--- config.mk ---
export PLATFORM = sky130hd
export DESIGN_NAME = float_to_pcm_sample_converter_flat
export DESIGN_NICKNAME = d
export VERILOG_FILES = /design/src/rtl/core/f2p_pkg.sv /design/src/rtl/core/f2p_stream_if.sv /design/src/rtl/core/f2p_scale.sv /design/src/rtl/core/float_to_pcm_sample_converter.sv /design/src/flat_wrapper.sv
export SDC_FILE = /design/constraint.sdc
export NUM_CORES = 2
export LEC_CHECK = 0
export BUFFER_PORTS_ARGS = -buffer_cell sky130_fd_sc_hd__buf_2
export CAP_MARGIN = 25
export CORE_MARGIN = 2
export CORE_UTILIZATION = 45
export DETAILED_ROUTE_END_ITERATION = 8
export HOLD_SLACK_MARGIN = 0.08
export PLACE_DENSITY = 0.6
export SLEW_MARGIN = 40
export SYNTH_ARGS = -nofsm -noshare
export SYNTH_HDL_FRONTEND = slang
export SYNTH_SLANG_ARGS = --single-unit
--- constraint.sdc ---
create_clock -name i_clk -period 12.4 [get_ports i_clk]
set_clock_uncertainty 0.05 [all_clocks]
set_input_delay 1.24 -clock i_clk [delete_from_list [all_inputs] [get_ports i_clk]]
set_output_delay 1.24 -clock i_clk [all_outputs]
set_load 0.01 [all_outputs]
--- src/rtl/core/f2p_pkg.sv ---
// Shared types and constants for the float to PCM sample converter.
// No dependencies.
`default_nettype none

package f2p_pkg;

    // Output format codes; code 3 behaves as PCM32.
    typedef enum logic [1:0] {
        FMT_PCM16 = 2'd0,
        FMT_PCM24 = 2'd1,
        FMT_PCM32 = 2'd2
    } t_fmt;

    localparam logic [30:0] SCALE_PCM16 = 31'd32767;
    localparam logic [30:0] SCALE_PCM24 = 31'd8388607;
    localparam logic [30:0] SCALE_PCM32 = 31'd2147483647;

    localparam logic [31:0] POSMAX_PCM16 = 32'd32767;
    localparam logic [31:0] POSMAX_PCM24 = 32'd8388607;
    localparam logic [31:0] POSMAX_PCM32 = 32'd2147483647;
    localparam logic [31:0] NEGMAG_PCM16 = 32'd32768;
    localparam logic [31:0] NEGMAG_PCM24 = 32'd8388608;
    localparam logic [31:0] NEGMAG_PCM32 = 32'h8000_0000;

    localparam int JUSTIFY_SHIFT = 8;

    // Side data that travels with a sample through the pipeline.
    typedef struct packed {
        logic       sign;
        logic       last;
        logic [1:0] fmt;
    } t_ctl;

    // Decoded sample after the first stage.
    typedef struct packed {
        t_ctl               ctl;
        logic               nan;
        logic               inf;
        logic [23:0]        mant;
        logic signed [8:0]  exp2;
    } t_dec;

endpackage

`default_nettype wire

--- src/rtl/core/f2p_stream_if.sv ---
// Valid/ready stream interfaces for float input and PCM output samples.
// No dependencies.
`default_nettype none

interface f2p_in_if;
    logic        valid;
    logic        ready;
    logic [31:0] float_bits;
    logic        last_in;

    modport source (output valid, output float_bits, output last_in, input ready);
    modport sink   (input valid, input float_bits, input last_in, output ready);
endinterface

interface f2p_out_if;
    logic               valid;
    logic               ready;
    logic signed [31:0] pcm_sample;
    logic               last_out;

    modport source (output valid, output pcm_sample, output last_out, input ready);
    modport sink   (input valid, input pcm_sample, input last_out, output ready);
endinterface

`default_nettype wire

--- src/rtl/core/f2p_scale.sv ---
// Multiply and round stages: mantissa times full-scale, then shift with rounding.
// Depends on f2p_pkg.
`default_nettype none

module f2p_scale (
    input  wire logic          i_clk,
    input  wire logic          i_rst_n,
    input  wire logic          i_en,
    input  wire logic          i_vld,
    input  wire f2p_pkg::t_dec i_dec,
    output logic               o_vld,
    output f2p_pkg::t_ctl      o_ctl,
    output logic [31:0]        o_mag,
    output logic               o_sat
);
    import f2p_pkg::*;

    logic              r_v2, r_v3;
    t_ctl              r_ctl2, r_ctl3;
    logic              r_nan2, r_inf2;
    logic signed [8:0] r_exp2;
    logic [54:0]       r_prod;
    logic [31:0]       r_mag;
    logic              r_sat;

    logic [30:0] scale;
    logic [54:0] n_prod;
    logic [31:0] n_mag;
    logic        n_sat;
    logic [85:0] lsh;
    logic [8:0]  rsh;
    logic [5:0]  rsh6;
    logic [54:0] q;
    logic [54:0] rq;
    logic [55:0] qsum;

    // Full-scale constant by format.
    always_comb begin
        case (i_dec.ctl.fmt)
            FMT_PCM16: scale = SCALE_PCM16;
            FMT_PCM24: scale = SCALE_PCM24;
            default:   scale = SCALE_PCM32;
        endcase
        n_prod = 55'(i_dec.mant) * 55'(scale);
    end

    // Stage two: exact product register.
    always_ff @(posedge i_clk) begin
        if (!i_rst_n) begin
            r_v2 <= 1'b0;
        end else if (i_en) begin
            r_v2 <= i_vld;
        end
        if (i_en) begin
            r_prod <= n_prod;
            r_exp2 <= i_dec.exp2;
            r_nan2 <= i_dec.nan;
            r_inf2 <= i_dec.inf;
            r_ctl2 <= i_dec.ctl;
        end
    end

    // Scale by the power of two, rounding half away from zero on right shifts.
    always_comb begin
        lsh  = {31'd0, r_prod} << r_exp2[4:0];
        rsh  = 9'(-r_exp2);
        rsh6 = rsh[5:0];
        q    = r_prod >> rsh6;
        rq   = r_prod >> 6'(rsh6 - 6'd1);
        qsum = {1'b0, q} + {55'd0, rq[0]};
        n_mag = '0;
        n_sat = 1'b0;
        if (r_nan2) begin
            n_sat = 1'b0;
        end else if (r_inf2) begin
            n_sat = 1'b1;
        end else if (r_exp2 >= 9'sd0) begin
            n_sat = (r_exp2 >= 9'sd32) || (lsh[85:32] != '0);
            n_mag = lsh[31:0];
        end else if (rsh < 9'd63) begin
            n_sat = (qsum[55:32] != '0);
            n_mag = qsum[31:0];
        end
    end

    // Stage three: rounded magnitude register.
    always_ff @(posedge i_clk) begin
        if (!i_rst_n) begin
            r_v3 <= 1'b0;
        end else if (i_en) begin
            r_v3 <= r_v2;
        end
        if (i_en) begin
            r_mag  <= n_mag;
            r_sat  <= n_sat;
            r_ctl3 <= r_ctl2;
        end
    end

    assign o_vld = r_v3;
    assign o_ctl = r_ctl3;
    assign o_mag = r_mag;
    assign o_sat = r_sat;

endmodule

`default_nettype wire

--- src/rtl/core/float_to_pcm_sample_converter.sv ---
// Throughput: one sample per cycle; the whole four-stage pipeline holds while
// the output register is full and not taken.
// Reset (synchronous, active low) empties the pipeline and sets the format to PCM16.
// Stages: decode, 24x31 multiply, shift and round, saturate and justify.
`default_nettype none

module float_to_pcm_sample_converter (
    input  wire logic       i_clk,
    input  wire logic       i_rst_n,
    input  wire logic       i_cfg_we,
    input  wire logic [1:0] i_cfg_wdata,
    f2p_in_if.sink          i_smp,
    f2p_out_if.source       o_pcm
);
    import f2p_pkg::*;

    logic [1:0]  r_fmt;
    logic        r_v1, r_v4;
    t_dec        r_dec;
    logic [31:0] r_pcm;
    logic        r_last4;

    logic        en;
    t_dec        n_dec;
    logic        v3;
    t_ctl        ctl3;
    logic [31:0] mag3;
    logic        sat3;
    logic [31:0] posmax, negmag, lim, n_pcm;

    assign en          = !r_v4 || o_pcm.ready;
    assign i_smp.ready = en;

    // Format register.
    always_ff @(posedge i_clk) begin
        if (!i_rst_n) begin
            r_fmt <= FMT_PCM16;
        end else if (i_cfg_we) begin
            r_fmt <= i_cfg_wdata;
        end
    end

    // Decode the float fields.
    always_comb begin
        n_dec.ctl.sign = i_smp.float_bits[31];
        n_dec.ctl.last = i_smp.last_in;
        n_dec.ctl.fmt  = r_fmt;
        n_dec.nan = (i_smp.float_bits[30:23] == 8'hFF) && (i_smp.float_bits[22:0] != '0);
        n_dec.inf = (i_smp.float_bits[30:23] == 8'hFF) && (i_smp.float_bits[22:0] == '0);
        if (i_smp.float_bits[30:23] == 8'd0) begin
            n_dec.mant = {1'b0, i_smp.float_bits[22:0]};
            n_dec.exp2 = -9'sd149;
        end else begin
            n_dec.mant = {1'b1, i_smp.float_bits[22:0]};
            n_dec.exp2 = $signed({1'b0, i_smp.float_bits[30:23]}) - 9'sd150;
        end
    end

    // Stage one: decoded sample register.
    always_ff @(posedge i_clk) begin
        if (!i_rst_n) begin
            r_v1 <= 1'b0;
        end else if (en) begin
            r_v1 <= i_smp.valid;
        end
        if (en) begin
            r_dec <= n_dec;
        end
    end

    f2p_scale u_scale (
        .i_clk   (i_clk),
        .i_rst_n (i_rst_n),
        .i_en    (en),
        .i_vld   (r_v1),
        .i_dec   (r_dec),
        .o_vld   (v3),
        .o_ctl   (ctl3),
        .o_mag   (mag3),
        .o_sat   (sat3)
    );

    // Saturate to the format range, apply sign and left-justify PCM24.
    always_comb begin
        case (ctl3.fmt)
            FMT_PCM16: begin
                posmax = POSMAX_PCM16;
                negmag = NEGMAG_PCM16;
            end
            FMT_PCM24: begin
                posmax = POSMAX_PCM24;
                negmag = NEGMAG_PCM24;
            end
            default: begin
                posmax = POSMAX_PCM32;
                negmag = NEGMAG_PCM32;
            end
        endcase
        lim = ctl3.sign ? negmag : posmax;
        n_pcm = (sat3 || (mag3 > lim)) ? lim : mag3;
        if (ctl3.sign) begin
            n_pcm = 32'd0 - n_pcm;
        end
        if (ctl3.fmt == FMT_PCM24) begin
            n_pcm = n_pcm << JUSTIFY_SHIFT;
        end
    end

    // Stage four: output register.
    always_ff @(posedge i_clk) begin
        if (!i_rst_n) begin
            r_v4 <= 1'b0;
        end else if (en) begin
            r_v4 <= v3;
        end
        if (en) begin
            r_pcm   <= n_pcm;
            r_last4 <= ctl3.last;
        end
    end

    assign o_pcm.valid      = r_v4;
    assign o_pcm.pcm_sample = r_pcm;
    assign o_pcm.last_out   = r_last4;

endmodule

`default_nettype wire

--- src/flat_wrapper.sv ---
// flat-port wrapper written by rule: the top's interface ports become plain ports
module float_to_pcm_sample_converter_flat import f2p_pkg::*;
  (i_clk, i_rst_n, i_cfg_we, i_cfg_wdata, i_smp_valid, i_smp_float_bits, i_smp_last_in, i_smp_ready, o_pcm_valid, o_pcm_pcm_sample, o_pcm_last_out, o_pcm_ready);
  f2p_in_if i_smp_i ();
  f2p_out_if o_pcm_i ();
  input  wire logic i_clk;
  input  wire logic i_rst_n;
  input  wire logic i_cfg_we;
  input  wire logic [1:0] i_cfg_wdata;
  input wire logic [$bits(i_smp_i.valid)-1:0] i_smp_valid;
  input wire logic [$bits(i_smp_i.float_bits)-1:0] i_smp_float_bits;
  input wire logic [$bits(i_smp_i.last_in)-1:0] i_smp_last_in;
  output wire logic [$bits(i_smp_i.ready)-1:0] i_smp_ready;
  output wire logic [$bits(o_pcm_i.valid)-1:0] o_pcm_valid;
  output wire logic [$bits(o_pcm_i.pcm_sample)-1:0] o_pcm_pcm_sample;
  output wire logic [$bits(o_pcm_i.last_out)-1:0] o_pcm_last_out;
  input wire logic [$bits(o_pcm_i.ready)-1:0] o_pcm_ready;
  assign i_smp_i.valid = i_smp_valid;
  assign i_smp_i.float_bits = i_smp_float_bits;
  assign i_smp_i.last_in = i_smp_last_in;
  assign i_smp_ready = i_smp_i.ready;
  assign o_pcm_valid = o_pcm_i.valid;
  assign o_pcm_pcm_sample = o_pcm_i.pcm_sample;
  assign o_pcm_last_out = o_pcm_i.last_out;
  assign o_pcm_i.ready = o_pcm_ready;
  float_to_pcm_sample_converter u_core (.i_clk(i_clk), .i_rst_n(i_rst_n), .i_cfg_we(i_cfg_we), .i_cfg_wdata(i_cfg_wdata), .i_smp(i_smp_i), .o_pcm(o_pcm_i));
endmodule
==> flow_summary.json <==
{
  "hold_path_class": "reg -> reg",
  "yosysSeqAreaShare_pct": 17.3,
  "tritoncts": "yes",
  "worst_hold_slack_ns": 0.368,
  "worstSetupPathType": "reg -> reg",
  "start_kind": "register",
  "synth_top_cell_by_area": "fa_1",
  "drc": 0,
  "antenna_found_initial": 2,
  "setup_tns_ns": 0,
  "synth_fp_nets": 3966,
  "cts_setup_buffers": 0,
  "critPathMaxFanout": 21,
  "die_y_um": 269,
  "tightest_slew_ns": 0.959,
  "wire_per_inst_um": 21.8,
  "diodes": 0,
  "syn_area_um2": 31700,
  "status": "completed",
  "grt_overflow": 0,
  "synth_most_common_cell": "inv_1",
  "worstSetupEndpoint": "u_core.u_scale.r_prod[53]",
  "grt_usage_pct": 25.6,
  "period_share_pct": 72.1,
  "dieArea_um2": 72600,
  "setup_viol": 0,
  "ant_nets": 0,
  "syn_area_per_cell_um2": 9.59,
  "fmax_mhz": 112,
  "clock_sinks": 185,
  "regToRegEndpoint": "u_core.u_scale.r_prod[53]",
  "vias": 24677,
  "drt_iter0_drc": 2611,
  "start_util_pct": 45.3,
  "regToRegStartpoint": "u_core.r_dec[36]",
  "dp_hpwl_um": 74300,
  "synth-edff-count": 179,
  "synth_commonest_cells": "inv_1 (517), fa_1 (378), ha_1 (242), nand2_1 (236), nor2_1 (187)",
  "synth_top_area_share_pct": 23.9,
  "cts-root-buf": "clkbuf_16",
  "postRouteWirelength_um": 92300,
  "crit_required_ns": 12.59,
  "hold_violations": 0,
  "die_w_um": 269,
  "synthToLayoutAreaGrowth_pct": 5.97,
  "hold_buffers": 0,
  "clk_path_buf_depth": 2,
  "grt_max_degree": 66,
  "drtPass1Iterations": 6,
  "clock_latency_ns": 0.50,
  "synth_seq_cells": 185,
  "place_congestion": 1.00,
  "finalMaxSlewViolations": 0,
  "synth.distinct_cells": 99,
  "min_period_ns": 8.95,
  "reg2reg_depth": 26,
  "async_flop_share_pct": 0,
  "cp-startpoint": "u_core.r_dec[36]",
  "cts_made_buffers": 17,
  "core.rowCount": 97,
  "ys.flop_type": "edfxtp_1",
  "endpoint_kind": "register",
  "arrival_ns": 9.14,
  "r2r_slack_ns": 3.45,
  "drv_cap": 0,
  "htreeDepth": 4,
  "fin_nets": 3948,
  "yosys_warnings": 0,
  "grt_pass1_wl_um": 144000,
  "io_buffers": 74,
  "synth_cells": 3306,
  "drive_above_1_share_pct": 9.18,
  "fp.coreArea_um2": 69900,
  "grt_pass1_vias": 24326,
  "utilization_pct": 48.1,
  "slew_headroom_pct": 35.6,
  "rsz0062_at_grt": "false",
  "synth.area.top_cells": "fa_1 (24%), edfxtp_1 (17%), ha_1 (9.6%)",
  "path_clk_slew_ns": 0.10,
  "ioPinCount": 75,
  "viasPerCell": 5.82,
  "cts_resized": 0
}
per-stage QoR:
step | area (um2) | instances | setup WS, ns
global route | 33600 | 4241 | 2.83
floorplan | 31700 | 3306 | 4.13
CTS | 33500 | 4240 | 3.44
global placement | 32800 | 4205 | 3.26
finish | 33600 | 4241 | 3.45
detailed placement | 32900 | 4208 | 3.49
flip-flops by register name, summed over array words and instances (netlist names):
name and count:
u_core.u_scale.r_prod 55, u_core.r_dec 39, u_core.o_pcm.pcm_sample 32, u_core.u_scale.o_mag 32
u_core.u_scale.r_exp2 9, u_core.u_scale.o_ctl 4, u_core.u_scale.r_ctl2 4, u_core.r_fmt 2
u_core.o_pcm.last_out 1, u_core.o_pcm.valid 1, u_core.r_v1 1, u_core.u_scale.o_sat 1
u_core.u_scale.o_vld 1, u_core.u_scale.r_inf2 1, u_core.u_scale.r_nan2 1, u_core.u_scale.r_v2 1
worst max-delay path, cell delays in order (launching register included):
cell and delay (ns):
edfxtp_1 0.64, or2_2 0.48, nand2_1 0.21, fa_1 0.59, inv_1 0.13, fa_1 0.50
inv_1 0.05, fa_1 0.52, inv_1 0.05, fa_1 0.50, fa_1 0.51, fa_1 0.49
inv_1 0.05, fa_1 0.47, inv_1 0.04, ha_1 0.34, nand3_1 0.14, nor3_1 0.27
nor4bb_1 0.42, o21ai_0 0.30, a211oi_1 0.46, o2111ai_1 0.22, a21oi_1 0.27, o21ai_0 0.23
o21ai_0 0.40, a41oi_1 0.19, xnor2_1 0.15
area by class of cell:
type / count / area (um2)
Tap cell: 940 / 1180
Sequential cell: 185 / 5500
Timing Repair Buffer: 107 / 646
Inverter: 519 / 1950
Clock inverter: 15 / 234
Multi-Input combinational cell: 2458 / 23700
Fill cell: 6755 / 36300
Clock buffer: 17 / 425
how the worst min path moves through the flow:
stage,slack (ns),end,start,cells past startpoint
finish,0.37,u_core.u_scale.o_ctl[3],u_core.u_scale.r_ctl2[3],0
global route,0.38,u_core.u_scale.r_nan2,u_core.r_dec[34],0
CTS,0.37,u_core.u_scale.o_ctl[3],u_core.u_scale.r_ctl2[3],0
detailed placement,0.35,u_core.u_scale.r_exp2[5],u_core.r_dec[5],0
global placement,0.35,u_core.u_scale.r_ctl2[2],u_core.r_dec[37],0
floorplan,0.35,u_core.o_pcm.last_out,u_core.u_scale.o_ctl[2],0
kinds of logic after synthesis:
group / share of synthesized area, %
flops: 17.3
xor+xnor: 3.70
mux: 11.0
fa+ha+maj: 33.4
simple gates: 12.7
buf+inv: 8.36
compound gates: 13.5
cell usage in the layout (no fill, tap or decap), types with 37 or more instances in the layout:
cell type	n
buf_2	74
nor3_1	61
edfxtp_1	179
a21oi_1	163
nand4_1	37
fa_1	378
ha_1	241
inv_1	517
a21o_1	68
and2_1	50
o21ai_0	129
xor2_1	39
nand3_1	81
mux4_2	78
mux2i_1	136
xnor2_1	87
nor2_1	185
nand2_1	235
metal layers:
layer / part of all wire (%) / vias to the layer above / GRT usage (%)
met3: 5.7 / 169 / 3.32
met2: 46 / 867 / 40.8
met5: 0 / - / 0
met1: 44 / 12127 / 35.7
met4: 4.1 / 0 / 10.1
li1: - / 11514 / -
Power is not shown: default switching activity piles up to over one toggle a cycle in this logic, so the estimate is an artifact.
